--- src/rtl/htd_pkg.sv ---
package htd_pkg;

  // Default node table depth.
  localparam int unsigned MAX_NODES_DEF = 512;

  // Child index width inside a node entry, and the first parent index that means "no parent".
  localparam int unsigned IDX_W     = 9;
  localparam int unsigned NO_PARENT = 512;

  localparam int unsigned SYMBOLS_W = 64;

  // Result status codes.
  localparam logic [1:0] STATUS_OK        = 2'd0;
  localparam logic [1:0] STATUS_BAD_TREE  = 2'd1;
  localparam logic [1:0] STATUS_DONE      = 2'd2;
  localparam logic [1:0] STATUS_LEAF_ROOT = 2'd3;

  // Request types.
  localparam logic REQ_NODE = 1'b0;
  localparam logic REQ_CODE = 1'b1;

  typedef struct packed {
    logic        req_type;
    logic [7:0]  node_symbol;
    logic [15:0] node_parent;
    logic [7:0]  code_byte;
  } in_item_t;

  typedef struct packed {
    logic [7:0] symbol;
    logic       symbol_valid;
    logic       last;
    logic [1:0] status;
  } out_item_t;

  // One node table entry, 28 bits.
  typedef struct packed {
    logic             has_left;
    logic             has_right;
    logic [7:0]       sym;
    logic [IDX_W-1:0] left;
    logic [IDX_W-1:0] right;
  } node_entry_t;

  function automatic out_item_t mk_result(logic [7:0] sym, logic valid, logic last,
                                          logic [1:0] status);
    out_item_t r;
    r.symbol       = sym;
    r.symbol_valid = valid;
    r.last         = last;
    r.status       = status;
    return r;
  endfunction

endpackage

--- src/rtl/htd_ctrl.sv ---
module htd_ctrl #(
  parameter int unsigned MAX_NODES = htd_pkg::MAX_NODES_DEF,
  localparam int unsigned AW = $clog2(MAX_NODES)
) (
  input  logic                 clk_i,
  input  logic                 rst_ni,
  input  logic [63:0]          symbol_total_i,
  input  logic                 in_valid_i,
  output logic                 in_stall_o,
  input  htd_pkg::in_item_t    in_data_i,
  output logic                 mem_we_o,
  output logic [AW-1:0]        mem_waddr_o,
  output htd_pkg::node_entry_t mem_wdata_o,
  output logic                 mem_re_o,
  output logic [AW-1:0]        mem_raddr_o,
  input  htd_pkg::node_entry_t mem_rdata_i,
  output logic                 emit_o,
  output htd_pkg::out_item_t   emit_item_o,
  input  logic                 slot_free_i
);
  import htd_pkg::*;

  localparam logic [2:0] ST_IDLE  = 3'd0;
  localparam logic [2:0] ST_REC   = 3'd1;
  localparam logic [2:0] ST_RMW   = 3'd2;
  localparam logic [2:0] ST_BYTE  = 3'd3;
  localparam logic [2:0] ST_ROOT  = 3'd4;
  localparam logic [2:0] ST_WALK  = 3'd5;
  localparam logic [2:0] ST_DRAIN = 3'd6;

  localparam logic [AW-1:0] LAST_SLOT = AW'(MAX_NODES - 1);

  // Control state.
  logic [2:0]           state_q, state_d;
  logic [AW-1:0]        load_idx_q, load_idx_d;
  logic [AW-1:0]        current_q, current_d;
  logic [SYMBOLS_W-1:0] symbols_left_q, symbols_left_d;
  logic                 tree_error_q, tree_error_d;
  logic                 held_valid_q, held_valid_d;
  logic                 fin_present_q, fin_present_d;
  logic                 pend_q, pend_d;
  logic [3:0]           bits_q, bits_d;

  // Payload state.
  in_item_t    in_q, in_d;
  node_entry_t root_q, root_d;
  logic [AW-1:0] child_q, child_d;
  logic [7:0]  shift_q, shift_d;
  logic [7:0]  held_q, held_d;
  out_item_t   fin_q, fin_d;

  node_entry_t      n_ent;
  node_entry_t      e_ent;
  node_entry_t      p_ent;
  logic             leaf;
  logic             stall_walk;
  logic             go_on;
  logic             bitv;
  logic [IDX_W-1:0] child_idx;

  assign in_stall_o = (state_q != ST_IDLE);

  always_comb begin
    state_d        = state_q;
    load_idx_d     = load_idx_q;
    current_d      = current_q;
    symbols_left_d = symbols_left_q;
    tree_error_d   = tree_error_q;
    held_valid_d   = held_valid_q;
    fin_present_d  = fin_present_q;
    pend_d         = pend_q;
    bits_d         = bits_q;
    in_d           = in_q;
    root_d         = root_q;
    child_d        = child_q;
    shift_d        = shift_q;
    held_d         = held_q;
    fin_d          = fin_q;

    mem_we_o    = 1'b0;
    mem_waddr_o = load_idx_q;
    mem_wdata_o = '0;
    mem_re_o    = 1'b0;
    mem_raddr_o = '0;
    emit_o      = 1'b0;
    emit_item_o = '0;

    n_ent      = mem_rdata_i;
    e_ent      = mem_rdata_i;
    p_ent      = mem_rdata_i;
    leaf       = !mem_rdata_i.has_left;
    stall_walk = 1'b0;
    go_on      = 1'b0;
    bitv       = shift_q[7];
    child_idx  = '0;

    case (state_q)
      ST_IDLE: begin
        if (in_valid_i) begin
          in_d    = in_data_i;
          state_d = (in_data_i.req_type == REQ_CODE) ? ST_BYTE : ST_REC;
        end
      end

      ST_REC: begin
        if (load_idx_q >= LAST_SLOT) begin
          // Table full (the last slot stays unused): the record is dropped.
          tree_error_d  = 1'b1;
          fin_d         = mk_result(8'd0, 1'b0, 1'b1, STATUS_BAD_TREE);
          fin_present_d = 1'b1;
          state_d       = ST_DRAIN;
        end else begin
          mem_we_o           = 1'b1;
          mem_waddr_o        = load_idx_q;
          mem_wdata_o.sym    = in_q.node_symbol;
          child_d            = load_idx_q;
          load_idx_d         = load_idx_q + 1'b1;
          fin_present_d      = 1'b1;
          state_d            = ST_DRAIN;
          fin_d = mk_result(8'd0, 1'b0, 1'b1, tree_error_q ? STATUS_BAD_TREE : STATUS_OK);
          if (load_idx_q == '0) begin
            symbols_left_d = symbol_total_i;
            current_d      = '0;
          end
          if (in_q.node_parent < 16'(NO_PARENT)) begin
            if (in_q.node_parent >= 16'(load_idx_q)) begin
              tree_error_d = 1'b1;
              fin_d        = mk_result(8'd0, 1'b0, 1'b1, STATUS_BAD_TREE);
            end else begin
              mem_re_o      = 1'b1;
              mem_raddr_o   = AW'(in_q.node_parent);
              fin_present_d = fin_present_q;
              state_d       = ST_RMW;
            end
          end
        end
      end

      ST_RMW: begin
        // Attach the new node as left child first, then as right child.
        if (!p_ent.has_left) begin
          p_ent.has_left = 1'b1;
          p_ent.left     = IDX_W'(child_q);
        end else begin
          p_ent.has_right = 1'b1;
          p_ent.right     = IDX_W'(child_q);
        end
        mem_we_o      = 1'b1;
        mem_waddr_o   = AW'(in_q.node_parent);
        mem_wdata_o   = p_ent;
        fin_d = mk_result(8'd0, 1'b0, 1'b1, tree_error_q ? STATUS_BAD_TREE : STATUS_OK);
        fin_present_d = 1'b1;
        state_d       = ST_DRAIN;
      end

      ST_BYTE: begin
        fin_present_d = 1'b1;
        state_d       = ST_DRAIN;
        if (load_idx_q == '0 || tree_error_q) begin
          fin_d = mk_result(8'd0, 1'b0, 1'b1, STATUS_BAD_TREE);
        end else if (symbols_left_q == '0) begin
          fin_d = mk_result(8'd0, 1'b0, 1'b1, STATUS_DONE);
        end else begin
          mem_re_o      = 1'b1;
          mem_raddr_o   = '0;
          fin_present_d = 1'b0;
          state_d       = ST_ROOT;
        end
      end

      ST_ROOT: begin
        if (!n_ent.has_left) begin
          fin_d         = mk_result(8'd0, 1'b0, 1'b1, STATUS_LEAF_ROOT);
          fin_present_d = 1'b1;
          state_d       = ST_DRAIN;
        end else begin
          root_d      = n_ent;
          mem_re_o    = 1'b1;
          mem_raddr_o = current_q;
          shift_d     = in_q.code_byte;
          bits_d      = 4'd8;
          pend_d      = 1'b0;
          state_d     = ST_WALK;
        end
      end

      ST_WALK: begin
        // A non-final leaf pushes out the symbol held before it, which needs the output slot.
        stall_walk = pend_q && leaf && (symbols_left_q != SYMBOLS_W'(1)) && held_valid_q &&
                     !slot_free_i;
        if (!stall_walk) begin
          go_on  = 1'b1;
          pend_d = 1'b0;
          if (pend_q) begin
            if (leaf) begin
              current_d = '0;
              e_ent     = root_q;
              if (symbols_left_q == SYMBOLS_W'(1)) begin
                symbols_left_d = '0;
                fin_d          = mk_result(n_ent.sym, 1'b1, 1'b1, STATUS_DONE);
                fin_present_d  = 1'b1;
                state_d        = ST_DRAIN;
                go_on          = 1'b0;
              end else begin
                symbols_left_d = symbols_left_q - 1'b1;
                if (held_valid_q) begin
                  emit_o      = 1'b1;
                  emit_item_o = mk_result(held_q, 1'b1, 1'b0, STATUS_OK);
                end
                held_d       = n_ent.sym;
                held_valid_d = 1'b1;
              end
            end else begin
              current_d = child_q;
            end
          end
          if (go_on) begin
            if (bits_q == '0) begin
              state_d = ST_DRAIN;
            end else if (bitv && !e_ent.has_right) begin
              tree_error_d  = 1'b1;
              fin_d         = mk_result(8'd0, 1'b0, 1'b1, STATUS_BAD_TREE);
              fin_present_d = 1'b1;
              state_d       = ST_DRAIN;
            end else begin
              child_idx   = bitv ? e_ent.right : e_ent.left;
              mem_re_o    = 1'b1;
              mem_raddr_o = AW'(child_idx);
              child_d     = AW'(child_idx);
              pend_d      = 1'b1;
              shift_d     = {shift_q[6:0], 1'b0};
              bits_d      = bits_q - 1'b1;
            end
          end
        end
      end

      ST_DRAIN: begin
        // The held symbol goes first; it is last only when no closing result follows.
        if (slot_free_i) begin
          emit_o = 1'b1;
          if (held_valid_q) begin
            emit_item_o  = mk_result(held_q, 1'b1, !fin_present_q, STATUS_OK);
            held_valid_d = 1'b0;
            if (!fin_present_q) begin
              state_d = ST_IDLE;
            end
          end else if (fin_present_q) begin
            emit_item_o   = fin_q;
            fin_present_d = 1'b0;
            state_d       = ST_IDLE;
          end else begin
            emit_item_o = mk_result(8'd0, 1'b0, 1'b1, STATUS_OK);
            state_d     = ST_IDLE;
          end
        end
      end

      default: begin
        state_d = ST_IDLE;
      end
    endcase
  end

  always_ff @(posedge clk_i or negedge rst_ni) begin
    if (!rst_ni) begin
      state_q        <= ST_IDLE;
      load_idx_q     <= '0;
      current_q      <= '0;
      symbols_left_q <= '0;
      tree_error_q   <= 1'b0;
      held_valid_q   <= 1'b0;
      fin_present_q  <= 1'b0;
      pend_q         <= 1'b0;
      bits_q         <= '0;
    end else begin
      state_q        <= state_d;
      load_idx_q     <= load_idx_d;
      current_q      <= current_d;
      symbols_left_q <= symbols_left_d;
      tree_error_q   <= tree_error_d;
      held_valid_q   <= held_valid_d;
      fin_present_q  <= fin_present_d;
      pend_q         <= pend_d;
      bits_q         <= bits_d;
    end
  end

  always_ff @(posedge clk_i) begin
    in_q    <= in_d;
    root_q  <= root_d;
    child_q <= child_d;
    shift_q <= shift_d;
    held_q  <= held_d;
    fin_q   <= fin_d;
  end

  a_emit_states: assert property (@(posedge clk_i) disable iff (!rst_ni)
    emit_o |-> (state_q == ST_WALK || state_q == ST_DRAIN))
    else $error("result emitted outside walk or drain");

  a_emit_slot: assert property (@(posedge clk_i) disable iff (!rst_ni)
    emit_o |-> slot_free_i)
    else $error("result emitted into an occupied output register");

  a_rw_apart: assert property (@(posedge clk_i) disable iff (!rst_ni)
    (mem_we_o && mem_re_o) |-> (mem_waddr_o != mem_raddr_o))
    else $error("node table read and write hit the same entry");

  a_held_scope: assert property (@(posedge clk_i) disable iff (!rst_ni)
    held_valid_q |-> (state_q == ST_WALK || state_q == ST_DRAIN))
    else $error("held symbol outlived its code byte");

  a_walk_root: assert property (@(posedge clk_i) disable iff (!rst_ni)
    (state_q == ST_WALK) |-> (root_q.has_left && load_idx_q != '0))
    else $error("walk started on an empty tree or a leaf root");

endmodule
--- config.mk ---
export PLATFORM = sky130hd
export DESIGN_NAME = htd_ctrl
export DESIGN_NICKNAME = d
export VERILOG_FILES = /design/src/rtl/htd_pkg.sv /design/src/rtl/htd_ctrl.sv
export SDC_FILE = /design/constraint.sdc
export NUM_CORES = 1
export LEC_CHECK = 0
export ABC_AREA = 1
export BUFFER_PORTS_ARGS = -buffer_cell sky130_fd_sc_hd__buf_2
export CAP_MARGIN = 5
export CORE_UTILIZATION = 59
export CTS_CLUSTER_SIZE = 24
export DETAILED_ROUTE_END_ITERATION = 12
export PLACE_DENSITY_LB_ADDON = 0.25
export SYNTH_ARGS = -nofsm -noshare
export SYNTH_HDL_FRONTEND = slang
export SYNTH_SLANG_ARGS = --single-unit
--- constraint.sdc ---
create_clock -name clk_i -period 7.9 [get_ports clk_i]
set_input_delay 0.79 -clock clk_i [delete_from_list [all_inputs] [get_ports clk_i]]
set_output_delay 0.79 -clock clk_i [all_outputs]
set_load 0.05 [all_outputs]
==> impl_results.md <==
* # H-tree levels at 4
* Crit path launch type: input pin
* Vias in the first global route at 10500
* Max clock buf depth at 2
* Die Y at between 100 and 150 um
* Syn nets at about 1800
* VDD IR-drop max at 0.210 mV
* Hold Path Class: input pin to async pin
* Post-layout util at between 60 and 70%
* Post-route clock period utilization at between 60% and 70%
* P&R area growth vs syn at 14.4%
* Final WL at 32800 um
* Min cycle time layout at 5.37 ns
* Final setup TNS at 0 ns
* GRT overflow at 0
* Worst setup EP type: output port
* Clk_skew at 0.0216 ns
* Number of CTS-inserted buffers at 17
* Max Cap Viol at 0
* Leakage power at 6.45 nW
* Unrepaired setup endpoints after global routing: no
* Synth top area share at 22.6%
* Post-DRT Antenna Nets at 0
* Crit path DAT at 4.58 ns
* Sequential area share after synthesis at about 42%
* Iteration-0 DRC Markers at around 1100
* Row count at 51
* Final setup vio count at 0
* Via count at 11600
* Routability cong. at 0.988
* Layout net count at 1968
* Synth Instances at 1663
* Vias per cell at 5.51
* Sink Count at about 180
* Share of layout cells above drive strength 1 at between 10 and 15%
* Crit path max fanout at slightly above 40
* Avg Inst Size Synth at 7.04 um2
* Hold WS at 0.313 ns
* Synthesis-stage register bit count at 181
* Async S/R FF share, synth at 51.4%
* Placeable Area at 0.0195 mm2
* Clock Latency Late Sink at 0.46 ns
* Synth Warn # at 0
* Die W at 143 um
* WL/cell at around 16 um
* Drt first pass iters at 6
* Final Hold Vio Count at 0
* First-pass GRT wire length at 51200 um
* Max-slew violations at 0
* Relative slew slack at 23.0%
* Port Buffer Count at 190
* Number of flops mapped to enable cells by yosys at a little under 90
* Post-synth cell types at 41
* Critical path class: input pin to output port
* Hold-fix buffers, CTS at 0
* Fmax at 0.186 GHz
* Die ar. at 0.0204 mm2
* Pin count of the biggest net entering global routing at 81
* ANT cells at 0
* Number of post-CTS setup repair buffers at 0
* DRC Markers at 0
* Clock slew at reported path FFs at approximately 0.08 ns
* Tightest Pin Transition at 1.15 ns
* Post-DP HPWL at 23900 um
* Status: finished, final reports clean
* Clock tree from TritonCTS: yes
* Initial antenna violation count at 0
* Initial core utilization at between 60% and 70%
* Tot GR Track Use at around a third
* Root buffer cell: clkbuf_16
* Pwr dens at ~340 mW/mm2
* Cell area after synthesis at roughly 0.012 mm2
* WP data required at 7.11 ns
* Top cells by area, synth: edfxtp_1 23%, dfrtp_1 20%, nand2_1 19%
* Post-synth top area cell: edfxtp_1
* Ports at 191
* Resized Gates After CTS at 0
* Primary FF master, synth: dfrtp_1
## path summary, 6_finish.rpt
| kind | start | end | slack (ns) | cells past startpoint |
|---|---|---|---|---|
| hold reg to reg | bits_q[3] | bits_q[3] | 0.49 | 2 |
| setup reg to reg | load_idx_q[0] | symbols_left_q[32] | 3.45 | 15 |
| setup / recovery | mem_rdata_i[27] | mem_raddr_o[7] | 2.53 | 10 |
| min in group clk_i | bits_q[3] | bits_q[3] | 0.49 | 2 |
| hold / removal | rst_ni | symbols_left_q[11] | 0.31 | 1 |
| max in group asynchronous | rst_ni | symbols_left_q[54] | 6.50 | 2 |
## flip-flops by register name (all words and copies together) (netlist names)
name            flops
bits_q              4
child_q             9
current_q           9
fin_present_q       1
fin_q              12
held_q              8
held_valid_q        1
in_q               32
load_idx_q          9
pend_q              1
root_q             19
shift_q             8
state_q             3
symbols_left_q     64
tree_error_q        1
## per-layer routing
| layer | up-vias | track usage (%) | share of wire, % |
|---|---|---|---|
| met5 | - | 0 | 0 |
| met4 | 0 | 16.4 | 4.1 |
| met3 | 102 | 5.40 | 7.3 |
| met2 | 485 | 56.0 | 48 |
| met1 | 5305 | 39.5 | 41 |
| li1 | 5669 | - | - |
## synthesized netlist by cell type, types with 11 or more instances
| cell | instances |
|---|---|
| clkbuf_1 | 31 |
| inv_1 | 136 |
| nand3_1 | 103 |
| a21oi_1 | 56 |
| nand4_1 | 30 |
| nor2_1 | 250 |
| o22ai_1 | 11 |
| o21ai_1 | 12 |
| xor2_1 | 32 |
| ha_1 | 20 |
| o21ai_0 | 94 |
| nand2_1 | 586 |
| dfrtp_1 | 93 |
| nor2_2 | 11 |
| edfxtp_1 | 88 |
## layout by cell type (no fill, tap or decap), types with 3 or more instances in the layout
| master | instances |
|---|---|
| a21boi_0 | 4 |
| a21o_1 | 4 |
| a21oi_1 | 56 |
| a22o_1 | 8 |
| buf_2 | 189 |
| buf_4 | 5 |
| clkbuf_16 | 17 |
| clkinv_8 | 5 |
| dfrtp_1 | 93 |
| edfxtp_1 | 88 |
| ha_1 | 20 |
| inv_1 | 136 |
| inv_12 | 3 |
| inv_2 | 8 |
| inv_6 | 3 |
| nand2_1 | 586 |
| nand2_2 | 7 |
| nand3_1 | 103 |
| nand3b_1 | 7 |
| nand4_1 | 30 |
| nor2_1 | 248 |
| nor2_2 | 13 |
| nor2_4 | 5 |
| nor3_1 | 6 |
| o21ai_0 | 94 |
| o21ai_1 | 12 |
| o21bai_1 | 8 |
| o22ai_1 | 11 |
| or2_2 | 8 |
| xnor2_1 | 5 |
| xor2_1 | 32 |
## layout make-up
| type | instances | area, um2 |
|---|---|---|
| fill | 1673 | 6070 |
| multi-input combinational | 1281 | 5930 |
| sequential | 181 | 4970 |
| timing repair buffer | 194 | 983 |
| inverter | 144 | 541 |
| clock buffer | 17 | 425 |
| tap | 265 | 332 |
| clock inverter | 15 | 208 |
## cells by family (layout without fill, tap and decap cells)
logic type               Yosys count  after routing  synth area share [%]
AO/OA/AOI/OAI                    204            204                  9.57
XOR/XNOR                          37             37                  2.77
adder cells (fa/ha/maj)           20             20                  2.14
buffers and inverters            201            370                  6.99
flip-flops                       181            181                  42.4
multiplexers                       1              1                0.0855
AND/OR/NAND/NOR                 1019           1019                  36.0
## worst max-delay path, stage by stage
cell and delay (ns):
buf_2 0.31, inv_2 0.54, nand2_1 0.76, inv_1 0.34
nand3_1 0.85, nand3_1 0.53, nor2_1 0.07, nor2_1 0.13
nor2_1 0.05, buf_2 0.20
## report_power, final
part / internal, mW / total [mW] / switching, mW
Combinational: 0.586 / 1.97 / 1.39
Clock: 0.442 / 0.904 / 0.463
Sequential: 1.39 / 1.74 / 0.349
Total: 2.42 / 4.61 / 2.20
## through the flow
step / cell area [um2] / total power [mW] / cells / setup slack [ns]
finish: 13400 / 4.61 / 2097 / 2.53
CTS: 13400 / 4.59 / 2097 / 2.61
floorplan: 11700 / 3.16 / 1663 / 4.23
global route: 13400 / 4.90 / 2097 / 2.15
global placement: 12800 / 3.62 / 2065 / 2.82
detailed placement: 12800 / 3.68 / 2065 / 2.63
Note: power is estimated with default switching activity, not from simulation.
