<file path="src/rtl/htd_pkg.sv">
package htd_pkg;

  // Default node table depth.
  localparam int unsigned MAX_NODES_DEF = 512;

  // Child index width inside a node entry, and the first parent index that means "no parent".
  localparam int unsigned IDX_W     = 9;
  localparam int unsigned NO_PARENT = 512;

  localparam int unsigned SYMBOLS_W = 64;

  // Result status codes.
  localparam logic [1:0] STATUS_OK        = 2'd0;
  localparam logic [1:0] STATUS_BAD_TREE  = 2'd1;
  localparam logic [1:0] STATUS_DONE      = 2'd2;
  localparam logic [1:0] STATUS_LEAF_ROOT = 2'd3;

  // Request types.
  localparam logic REQ_NODE = 1'b0;
  localparam logic REQ_CODE = 1'b1;

  typedef struct packed {
    logic        req_type;
    logic [7:0]  node_symbol;
    logic [15:0] node_parent;
    logic [7:0]  code_byte;
  } in_item_t;

  typedef struct packed {
    logic [7:0] symbol;
    logic       symbol_valid;
    logic       last;
    logic [1:0] status;
  } out_item_t;

  // One node table entry, 28 bits.
  typedef struct packed {
    logic             has_left;
    logic             has_right;
    logic [7:0]       sym;
    logic [IDX_W-1:0] left;
    logic [IDX_W-1:0] right;
  } node_entry_t;

  function automatic out_item_t mk_result(logic [7:0] sym, logic valid, logic last,
                                          logic [1:0] status);
    out_item_t r;
    r.symbol       = sym;
    r.symbol_valid = valid;
    r.last         = last;
    r.status       = status;
    return r;
  endfunction

endpackage

</file>
<file path="src/rtl/htd_out_stage.sv">
module htd_out_stage (
  input  logic               clk_i,
  input  logic               rst_ni,
  input  logic               emit_i,
  input  htd_pkg::out_item_t emit_item_i,
  output logic               slot_free_o,
  output logic               out_valid_o,
  input  logic               out_stall_i,
  output htd_pkg::out_item_t out_data_o
);
  import htd_pkg::*;

  logic      valid_q, valid_d;
  out_item_t data_q;

  // The register can take a new result when it is empty or is being emptied this cycle.
  assign slot_free_o = !valid_q || !out_stall_i;

  always_comb begin
    valid_d = valid_q;
    if (emit_i) begin
      valid_d = 1'b1;
    end else if (!out_stall_i) begin
      valid_d = 1'b0;
    end
  end

  always_ff @(posedge clk_i or negedge rst_ni) begin
    if (!rst_ni) begin
      valid_q <= 1'b0;
    end else begin
      valid_q <= valid_d;
    end
  end

  always_ff @(posedge clk_i) begin
    if (emit_i) begin
      data_q <= emit_item_i;
    end
  end

  assign out_valid_o = valid_q;
  assign out_data_o  = data_q;

endmodule

</file>
<file path="config.mk">
export PLATFORM = sky130hd
export DESIGN_NAME = htd_out_stage
export DESIGN_NICKNAME = d
export VERILOG_FILES = /design/src/rtl/htd_pkg.sv /design/src/rtl/htd_out_stage.sv
export SDC_FILE = /design/constraint.sdc
export NUM_CORES = 1
export LEC_CHECK = 0
export BUFFER_PORTS_ARGS = -buffer_cell sky130_fd_sc_hd__buf_2
export CAP_MARGIN = 5
export CORE_AREA = 2 2 39 41
export CTS_BUF_LIST = sky130_fd_sc_hd__clkbuf_8 sky130_fd_sc_hd__clkbuf_16
export DETAILED_ROUTE_END_ITERATION = 8
export DIE_AREA = 0 0 41 43
export PLACE_DENSITY = 0.65
export SYNTH_ARGS = -nofsm -noshare
export SYNTH_HDL_FRONTEND = slang
export SYNTH_SLANG_ARGS = --single-unit
</file>
<file path="constraint.sdc">
create_clock -name clk_i -period 0.8 [get_ports clk_i]
set_input_delay 0.12 -clock clk_i [delete_from_list [all_inputs] [get_ports clk_i]]
set_output_delay 0.12 -clock clk_i [all_outputs]
set_load 0.02 [all_outputs]
</file>
==> metrics.md, run 1 <==
| Metric | Value |
|---|---|
| GP Congestion | 0.617 |
| Post-synth EDFFs | 12 |
| Initial antenna violation count | 0 |
| Setup WS post-layout | -152 ps |
| CTS tree | done |
| Worst-path maximum fanout | 3 |
| Clock share of power | 33.8% |
| Clock Tree Buf Depth | 2 |
| Reg2reg setup slack | 140 ps |
| Peak supply drop | 0.848 mV |
| Worst Skew | 0 ps |
| Crit end category | primary output |
| Worst hold path depth | 1 |
| Layout cells sized above 1 | around 65% |
| Yosys top cell area share | ~91% |
| Diode count | 0 |
| Port-buffer cells | 29 |
| Syn Area/Cell | 26.4 um^2 |
| Pint | 1.26 mW |
| Grt total ovfl | 0 |
| Worst Hold End | out_data_o[10] |
| Die Ht | 43 um |
| Failing checks | setup timing |
| Wirelength, routed | 810 um |
| Fmax | ~1100 MHz |
| Crit Path Class | flip-flop to primary output |
| Setup total negative slack | -1200 ps |
| Leakage | 0.306 nW |
| Worst skew pair latency | between 200 and 250 ps |
| Post-synth cell types | 4 |
| Top_reg_cell synth | edfxtp_1 |
| Mapped Cells | 15 |
| Fin crit share | 119% |
| Status | finished with violations |
| Via count | 273 |
| Antenna viol nets, final | 0 |
| Kind of cell adding the most delay to the critical path | flip-flops |
| Slowest-stage cell, CP | dfrtp_1 |
| CORE AREA | approximately 1400 um^2 |
| Worst-path clk slew | 50 ps |
| Width of the die | 41 um |
| Final Slew Violations | 0 |
| Sw Share | 21.4% |
| Sequential-to-total area share from yosys stat | 97.2% |
| Power Density | 2320 nW/um^2 |
| Slew @ Worst Pin | 271 ps |
| Critical Path AT | approximately 830 ps |
| Yosys warns | 0 |
| Clk sinks | 13 |
| Worst path required time | 680 ps |
| Post-synth top cells | edfxtp_1, a21o_1, dfrtp_1, nand2_1 |
| Worst r2r src | out_valid_o |
| Top Ports | 30 |
| Die area | around 1800 um^2 |
| Via-to-Cell Ratio | 4.20 |
| Tot GR Track Use | 11.5% |
| HP Class | input port to flip-flop |
| Clock tree root driver cell | clkbuf_8 |
| Max_cap viols | 0 |
| Crit start category | flip-flop |
| Area Overhead vs Synth | 74.4% |
| # setup viols final | 14 |
| Synth area leaders | edfxtp_1, dfrtp_1, a21o_1 |
| Wire length per cell after detailed routing | 12.5 um |
| Final Hold Fails | 0 |
| Max incr delay on CP | 390 ps |
| Min Tclk post-route | 952 ps |
| RSZ-0062 raised after global routing | true |
| Critical path buffer and inverter count | 1 |
| Net Sw Power | 343 uW |
| Pre-CTS setup slack | 90.3 ps |
| Combinational share of power | between 10% and 20% |
| Pin count of the biggest net entering global routing | 14 |
| Critical-path cell list | nand2_1 -> buf_6 |
| Cell Area, Synth | 397 um^2 |
| First-pass DRT Iterations | 2 |
| Post-synthesis async set-or-reset flop share | 7.69% |
| Yosys reg bits | 13 |
| Reg2Reg Depth | 1 |
| First-pass GRT wire length | approximately 1.3 mm |
| Sequential share of power | 51.7% |
| Cts bufs inserted | 3 |
| Slew headroom | 81.9% |
| Rows | 14 |
| Count leader, synth | edfxtp_1 |
| DRC | 0 |
| Number of global-route vias before repair | 306 |
| Nets@finish | 66 |
| RR Endpoint | out_valid_o |
| Post-Syn Nets | 31 |
| Hold_sp | emit_item_i[10] |
| Starting Density | 28.7% |
| Post-synth top area cell | edfxtp_1 |
| DR iter-0 viols | 2 |
| H-Tree Depth | 1 |
## worst max path at each step
stage / slack (ps) / depth (start not counted) / endpoint / startpoint
floorplan: 50 / 1 / slot_free_o / out_valid_o
global placement: 100 / 1 / out_data_o[0] / emit_i
detailed placement: 90 / 1 / out_data_o[0] / emit_i
CTS: -150 / 2 / slot_free_o / out_valid_o
global route: -190 / 2 / slot_free_o / out_valid_o
finish: -150 / 2 / slot_free_o / out_valid_o
## state kept, by name, summed over array words and instances, names as in the netlist
signal       cells
out_valid_o      1
out_data_o      12
## logic make-up after synthesis
group | synth area share, %
flops | 97.2
compound gates | 1.89
simple gates | 0.945
## placed cells by master, fill, tap and decap left out, drive strengths merged
cell type / n
buf: 29
clkbuf: 3
dlygate4sd3: 1
nand2: 1
a21o: 1
dfrtp: 1
edfxtp: 12
inv: 1
## cell type report
class,count,area (um^2)
clock buffer,3,41.3
clock inverter,1,3.75
fill,126,692
multi-input combinational,2,11.3
sequential,13,385
tap,16,20.0
timing repair buffer,30,230
## repair_timing
action                                  4_1_cts  5_1_grt
gates cloned                                  0        0
endpoints found under the hold margin         1        0
endpoints found under the setup margin       14       14
setup buffers                                 0        0
resized for setup                             8       16
hold buffers                                  1        0
## power by group through the flow
| stage | sequential, mW | combinational (mW) | clock (mW) |
|---|---|---|---|
| after global routing | 0.834 | 0.251 | 0.604 |
| after CTS | 0.822 | 0.199 | 0.570 |
| after global placement | 0.830 | 0.176 | 0 |
| final | 0.829 | 0.233 | 0.543 |
| after detailed placement | 0.831 | 0.177 | 0 |
| after floorplan | 0.901 | 0.00873 | 0 |
## stage by stage
stage               total power, mW  utilization, %  std cells  cell area [um^2]  hold WS [ps]
floorplan                     0.910               -         15               397          -176
finish                         1.60            50.0         65               692          57.1
detailed placement             1.01            40.6         60               562          -103
global placement               1.01            40.6         60               562          -103
global route                   1.69            50.0         65               692          44.9
CTS                            1.59            46.4         65               642          47.9
## routing by layer
metal  vias to the layer above  track usage [%]  wire length (um)
met1                       117             11.9               298
met2                        28             17.2               378
li1                        126                -                 -
met5                         -                0                 0
met3                         2             4.19               122
met4                         0             10.0                11
No activity file was read; power rests on OpenSTA's default activity.
==> run 2: changes to the inputs <==
Settings changed: SKIP_CTS_REPAIR_TIMING set to 1.
==> run 2 against run 1 <==
  * Worst setup slack is the same
  * Highest routed layer unchanged
  * Wire length is 0.74% lower
  * The run still ends with setup timing left
  * Die area is the same
  * Largest power group unchanged
  * Final cell count is the same
  * Critical path type unchanged
  * Critical endpoint unchanged
  * Sequential share of layout area up 0.51 points
==> metrics.md, run 2 (synthesized netlist as in run 1, its figures left out) <==
| Metric | Value |
|---|---|
| Power Density | 2330 nW/um^2 (was 2320 nW/um^2) |
| Sw Share | 21.4% (about the same) |
| Die Ht | 43 um (unchanged) |
| Net Sw Power | 343 uW (about the same) |
| DR iter-0 viols | 2 (unchanged) |
| Antenna viol nets, final | 0 (unchanged) |
| HP Class | input port to flip-flop (unchanged) |
| Reg2Reg Depth | 1 (unchanged) |
| Layout cells sized above 1 | 65.3% (unchanged) |
| Worst hold path depth | 1 (unchanged) |
| Wire length per cell after detailed routing | 12.4 um (was 12.5 um) |
| Post-placement cell count | 60 (unchanged) |
| Pre-CTS setup slack | 90.3 ps (unchanged) |
| Port-buffer cells | 29 (unchanged) |
| Crit start category | flip-flop (unchanged) |
| First-pass DRT Iterations | 2 (unchanged) |
| Leakage | 0.304 nW (was 0.306 nW) |
| Combinational share of power | 14.3% (was 14.5%) |
| First-pass GRT wire length | 1.17 mm (was 1.26 mm) |
| Setup WS post-layout | -152 ps (unchanged) |
| Clock tree root driver cell | clkbuf_8 (unchanged) |
| Crit Path Class | flip-flop to primary output (unchanged) |
| Critical Path AT | 830 ps (about the same) |
| Max_cap viols | 0 (unchanged) |
| RSZ-0062 raised after global routing | true (unchanged) |
| Top Ports | 30 (unchanged) |
| # setup viols final | 14 (unchanged) |
| Most common cell after layout, fill and taps aside | buf_2 (unchanged) |
| Fin crit share | 119% (unchanged) |
| Crit end category | primary output (unchanged) |
| CTS tree | done (unchanged) |
| Clock Tree Buf Depth | 2 (unchanged) |
| Worst-path clk slew | 50 ps (about the same) |
| Diode count | 0 (unchanged) |
| Worst skew pair latency | 230 ps (about the same) |
| CORE AREA | 1380 um^2 (unchanged) |
| Final Slew Violations | 0 (unchanged) |
| Final Instance Area | 686 um^2 (was 692 um^2) |
| Rows | 14 (unchanged) |
| Peak supply drop | 0.867 mV (was 0.848 mV) |
| Status | finished with violations (unchanged) |
| Clk sinks | 13 (unchanged) |
| Tot GR Track Use | 10.6% (was 11.5%) |
| Grt total ovfl | 0 (unchanged) |
| Failing checks | setup timing (unchanged) |
| Final Core Density | 49.5% (was 50.0%) |
| Final Hold Fails | 0 (unchanged) |
| Worst-path maximum fanout | 3 (unchanged) |
| Area Overhead vs Synth | 72.9% (was 74.4%) |
| Nets@finish | 66 (unchanged) |
| Setup total negative slack | -1210 ps (was -1200 ps) |
| Worst path required time | 680 ps (about the same) |
| Slew @ Worst Pin | 271 ps (about the same) |
| Post-DP Area | 562 um^2 (unchanged) |
| Die area | 1760 um^2 (unchanged) |
| Via-to-Cell Ratio | 4.20 (unchanged) |
| Clock share of power | 34.0% (was 33.8%) |
| Width of the die | 41 um (unchanged) |
| Via count | 273 (unchanged) |
| DRC | 0 (unchanged) |
| GP Congestion | 0.617 (unchanged) |
| Worst Skew | 0 ps (unchanged) |
| Pint | 1.26 mW (about the same) |
| Overall Power | 1.60 mW (about the same) |
| Min Tclk post-route | 952 ps (unchanged) |
| Sequential share of power | 51.7% (about the same) |
| Number of global-route vias before repair | 288 (was 306) |
| Pin count of the biggest net entering global routing | 14 (unchanged) |
| Max FFs per register | 12 (unchanged) |
| H-Tree Depth | 1 (unchanged) |
| Fin cells | 65 (unchanged) |
| Fmax | 1050 MHz (unchanged) |
| Fin Hold WS | 57.1 ps (unchanged) |
| Starting Density | 28.7% (unchanged) |
| Most frequent cells in the layout | buf_2, edfxtp_1, buf_6, clkbuf_8 (unchanged) |
| Cts bufs inserted | 3 (unchanged) |
| Initial antenna violation count | 0 (unchanged) |
| Slew headroom | 81.9% (about the same) |
| Fill count | 126 (unchanged) |
| Wirelength, routed | 804 um (was 810 um) |
[run 2: cell counts in the layout (fill, tap and decap cells not counted)]
No cell type changed its count.
[run 2: layout make-up]
type                            instances  area (um^2)  area share [%]
Multi-Input combinational cell          2         11.3            1.64
Clock buffer                            3         41.3            6.02
Timing Repair Buffer                   30          224            32.7
Sequential cell                        13          385            56.2
Clock inverter                          1         3.75           0.547
Tap cell                               16         20.0            2.92
[run 2: worst paths after layout]
check	from	endpoint	slack, ps
setup / recovery	out_valid_o	slot_free_o	-150
hold / removal	emit_item_i[10]	out_data_o[10]	60
setup reg to reg	out_valid_o	out_valid_o	140
hold reg to reg	out_valid_o	out_valid_o	510
max in group asynchronous	rst_ni	out_valid_o	520
min in group asynchronous	rst_ni	out_valid_o	200
[run 2: power by group through the flow]
stage	Clock, mW	Sequential, mW	Combinational [mW]
after floorplan	0	0.901	0.00873
after global placement	0	0.830	0.176
after detailed placement	0	0.831	0.177
after CTS	0.570	0.819	0.177
after global routing	0.604	0.833	0.246
final	0.544	0.828	0.228
[run 2: metal layers]
| metal | part of all wire (%) | vias up | GRT usage (%) |
|---|---|---|---|
| met5 | 0 | - | 0 |
| met4 | 1.4 | 0 | 10.0 |
| met3 | 15 | 2 | 3.66 |
| met2 | 46 | 28 | 14.7 |
| met1 | 38 | 117 | 11.9 |
| li1 | - | 126 | - |
[run 2: worst max-delay path, cell delays in order (launching register included)]
cell and delay [ps]:
dfrtp_1 390, nand2_1 90, buf_6 120
==> run 3: changes to the inputs <==
Settings changed: PLACE_DENSITY 0.65 to 0.7.
==> run 3 against run 2 <==
  * The flow still finishes with violations (setup timing)
  * Non-clock buffer count stayed put
  * Combinational power hardly changed
  * Highest routed layer is now met3
  * Clock skew stayed put
  * Sequential power hardly changed
==> metrics.md, run 3 (synthesized netlist as in run 1, its figures left out) <==
| Metric | Value |
|---|---|
| Status | finished with violations (unchanged) |
| Failing checks | setup timing (unchanged) |
| Clock Tree Buf Depth | 2 (unchanged) |
| Peak supply drop | 1.05 mV (was 0.867 mV) |
| Crit end category | primary output (unchanged) |
| Area Overhead vs Synth | 72.9% (unchanged) |
| Most common cell after layout, fill and taps aside | buf_2 (unchanged) |
| Fin cells | 65 (unchanged) |
| Final Slew Violations | 0 (unchanged) |
| Max_cap viols | 0 (unchanged) |
| Min Tclk post-route | 939 ps (was 952 ps) |
| Layout cells sized above 1 | 65.3% (unchanged) |
| GP Congestion | 0.588 (was 0.617) |
| Number of global-route vias before repair | 252 (was 288) |
| Worst skew pair latency | 230 ps (about the same) |
| Diode count | 0 (unchanged) |
| Die Ht | 43 um (unchanged) |
| HP Class | input port to flip-flop (unchanged) |
| DRC | 0 (unchanged) |
| Rows | 14 (unchanged) |
| Via count | 260 (was 273) |
| Antenna viol nets, final | 0 (unchanged) |
| Reg2reg setup slack | 150 ps (was 140 ps) |
| Power Density | 2330 nW/um^2 (about the same) |
| Pin count of the biggest net entering global routing | 14 (unchanged) |
| Via-to-Cell Ratio | 4.00 (was 4.20) |
| Starting Density | 28.7% (unchanged) |
| DR iter-0 viols | 1 (was 2) |
| CTS tree | done (unchanged) |
| Max FFs per register | 12 (unchanged) |
| Sw Share | 21.2% (was 21.4%) |
| Sequential share of power | 51.9% (was 51.7%) |
| Slew headroom | 81.9% (about the same) |
| Final Hold Fails | 0 (unchanged) |
| Critical Path AT | 820 ps (was 830 ps) |
| Register Area | 385 um^2 (unchanged) |
| Combinational share of power | 14.4% (was 14.3%) |
| RSZ-0062 raised after global routing | true (unchanged) |
| Critical-path cell list | nand2_1 -> buf_6 (unchanged) |
| Leakage | 0.304 nW (unchanged) |
| DP HPWL | around 620 um |
| Grt total ovfl | 0 (unchanged) |
| Cts bufs inserted | 3 (unchanged) |
| Hold_sp | emit_item_i[4] (was emit_item_i[10]) |
| Slew @ Worst Pin | 272 ps (was 271 ps) |
| First-pass DRT Iterations | 3 (was 2) |
| Initial antenna violation count | 0 (unchanged) |
| Clock tree root driver cell | clkbuf_8 (unchanged) |
| First-pass GRT wire length | 1.02 mm (was 1.17 mm) |
| Area occupied by multi-input gates | 11.3 um^2 (unchanged) |
| Wire length per cell after detailed routing | 12.1 um (was 12.4 um) |
| Fmax | 1070 MHz (was 1050 MHz) |
| Clk sinks | 13 (unchanged) |
| Pint | 1.26 mW (about the same) |
| RR Endpoint | out_valid_o (unchanged) |
| Worst Skew | 0 ps (unchanged) |
| Port-buffer cells | 29 (unchanged) |
| Post-placement cell count | 60 (unchanged) |
| Width of the die | 41 um (unchanged) |
| CP endpoint | slot_free_o (unchanged) |
| Clock share of power | 33.7% (was 34.0%) |
| Worst-path maximum fanout | 3 (unchanged) |
| Fin crit share | 117% (was 119%) |
| Crit Path Class | flip-flop to primary output (unchanged) |
| Most frequent cells in the layout | buf_2, edfxtp_1, buf_6, clkbuf_8 (unchanged) |
| # setup viols final | 14 (unchanged) |
| Setup WS post-layout | -139 ps (was -152 ps) |
| Die area | 1760 um^2 (unchanged) |
| CORE AREA | 1380 um^2 (unchanged) |
| Worst r2r src | out_valid_o (unchanged) |
| CP startpoint | out_valid_o (unchanged) |
| H-Tree Depth | 1 (unchanged) |
| Tot GR Track Use | 9.05% (was 10.6%) |
| Worst path required time | 680 ps (about the same) |
| Post-DP Area | 562 um^2 (unchanged) |
| Worst-path clk slew | 50 ps (about the same) |
| Slowest-stage cell, CP | dfrtp_1 (unchanged) |
| Max incr delay on CP | 390 ps (about the same) |
| Top Ports | 30 (unchanged) |
| Fill count | 122 (was 126) |
| Wirelength, routed | 784 um (was 804 um) |
| Reg2Reg Depth | 1 (unchanged) |
| Nets@finish | 66 (unchanged) |
| Crit start category | flip-flop (unchanged) |
| Final Instance Area | 686 um^2 (unchanged) |
| Net Sw Power | 338 uW (was 343 uW) |
run 3: final cells by class:
class / instances / share of cell area (%)
flip-flops and latches: 13 / 56.2
repair buffers: 30 / 32.7
clock buffers: 3 / 6.02
well taps: 16 / 2.92
multi-input cells: 2 / 1.64
clock inverters: 1 / 0.547
run 3: how the worst min path moves through the flow:
stage	end	slack [ps]	depth (start not counted)
finish	out_data_o[4]	60	1
global route	out_data_o[2]	60	1
CTS	out_valid_o	-350	1
detailed placement	out_valid_o	-100	1
global placement	out_valid_o	-100	1
floorplan	out_valid_o	-180	0
run 3: critical path: cells and delay by family, from the launching register on:
family                 cells  cell delay [ps]
DFF                        1              390
buffers and inverters      1              120
and+or+nand+nor            1               80
run 3: power groups by stage:
stage,combinational (mW),clock [mW],sequential (mW)
3_3_place_gp,0.176,0,0.828
4_1_cts,0.179,0.550,0.817
6_report,0.230,0.537,0.827
5_1_grt,0.247,0.587,0.831
2_1_floorplan,0.00873,0,0.901
3_5_place_dp,0.179,0,0.831
run 3: through the flow:
step / hold slack (ps) / total power, mW / util [%] / setup TNS [ps] / setup slack, ps
6_report: 61.5 / 1.59 / 49.5 / -1140 / -139
5_1_grt: 59.7 / 1.67 / 49.5 / -1490 / -162
4_1_cts: -354 / 1.55 / 43.9 / -1220 / -157
3_5_place_dp: -104 / 1.01 / 40.6 / 0 / 81.4
3_3_place_gp: -103 / 1.00 / 40.6 / 0 / 100
2_1_floorplan: -176 / 0.910 / - / 0 / 45.3
run 3: per-layer routing:
metal | vias up | wire length, um | GRT usage, %
met5 | - | 0 | 0
met4 | 0 | 0 | 6.00
met3 | 0 | 110 | 2.09
met2 | 26 | 389 | 14.1
met1 | 108 | 284 | 10.5
li1 | 126 | - | -
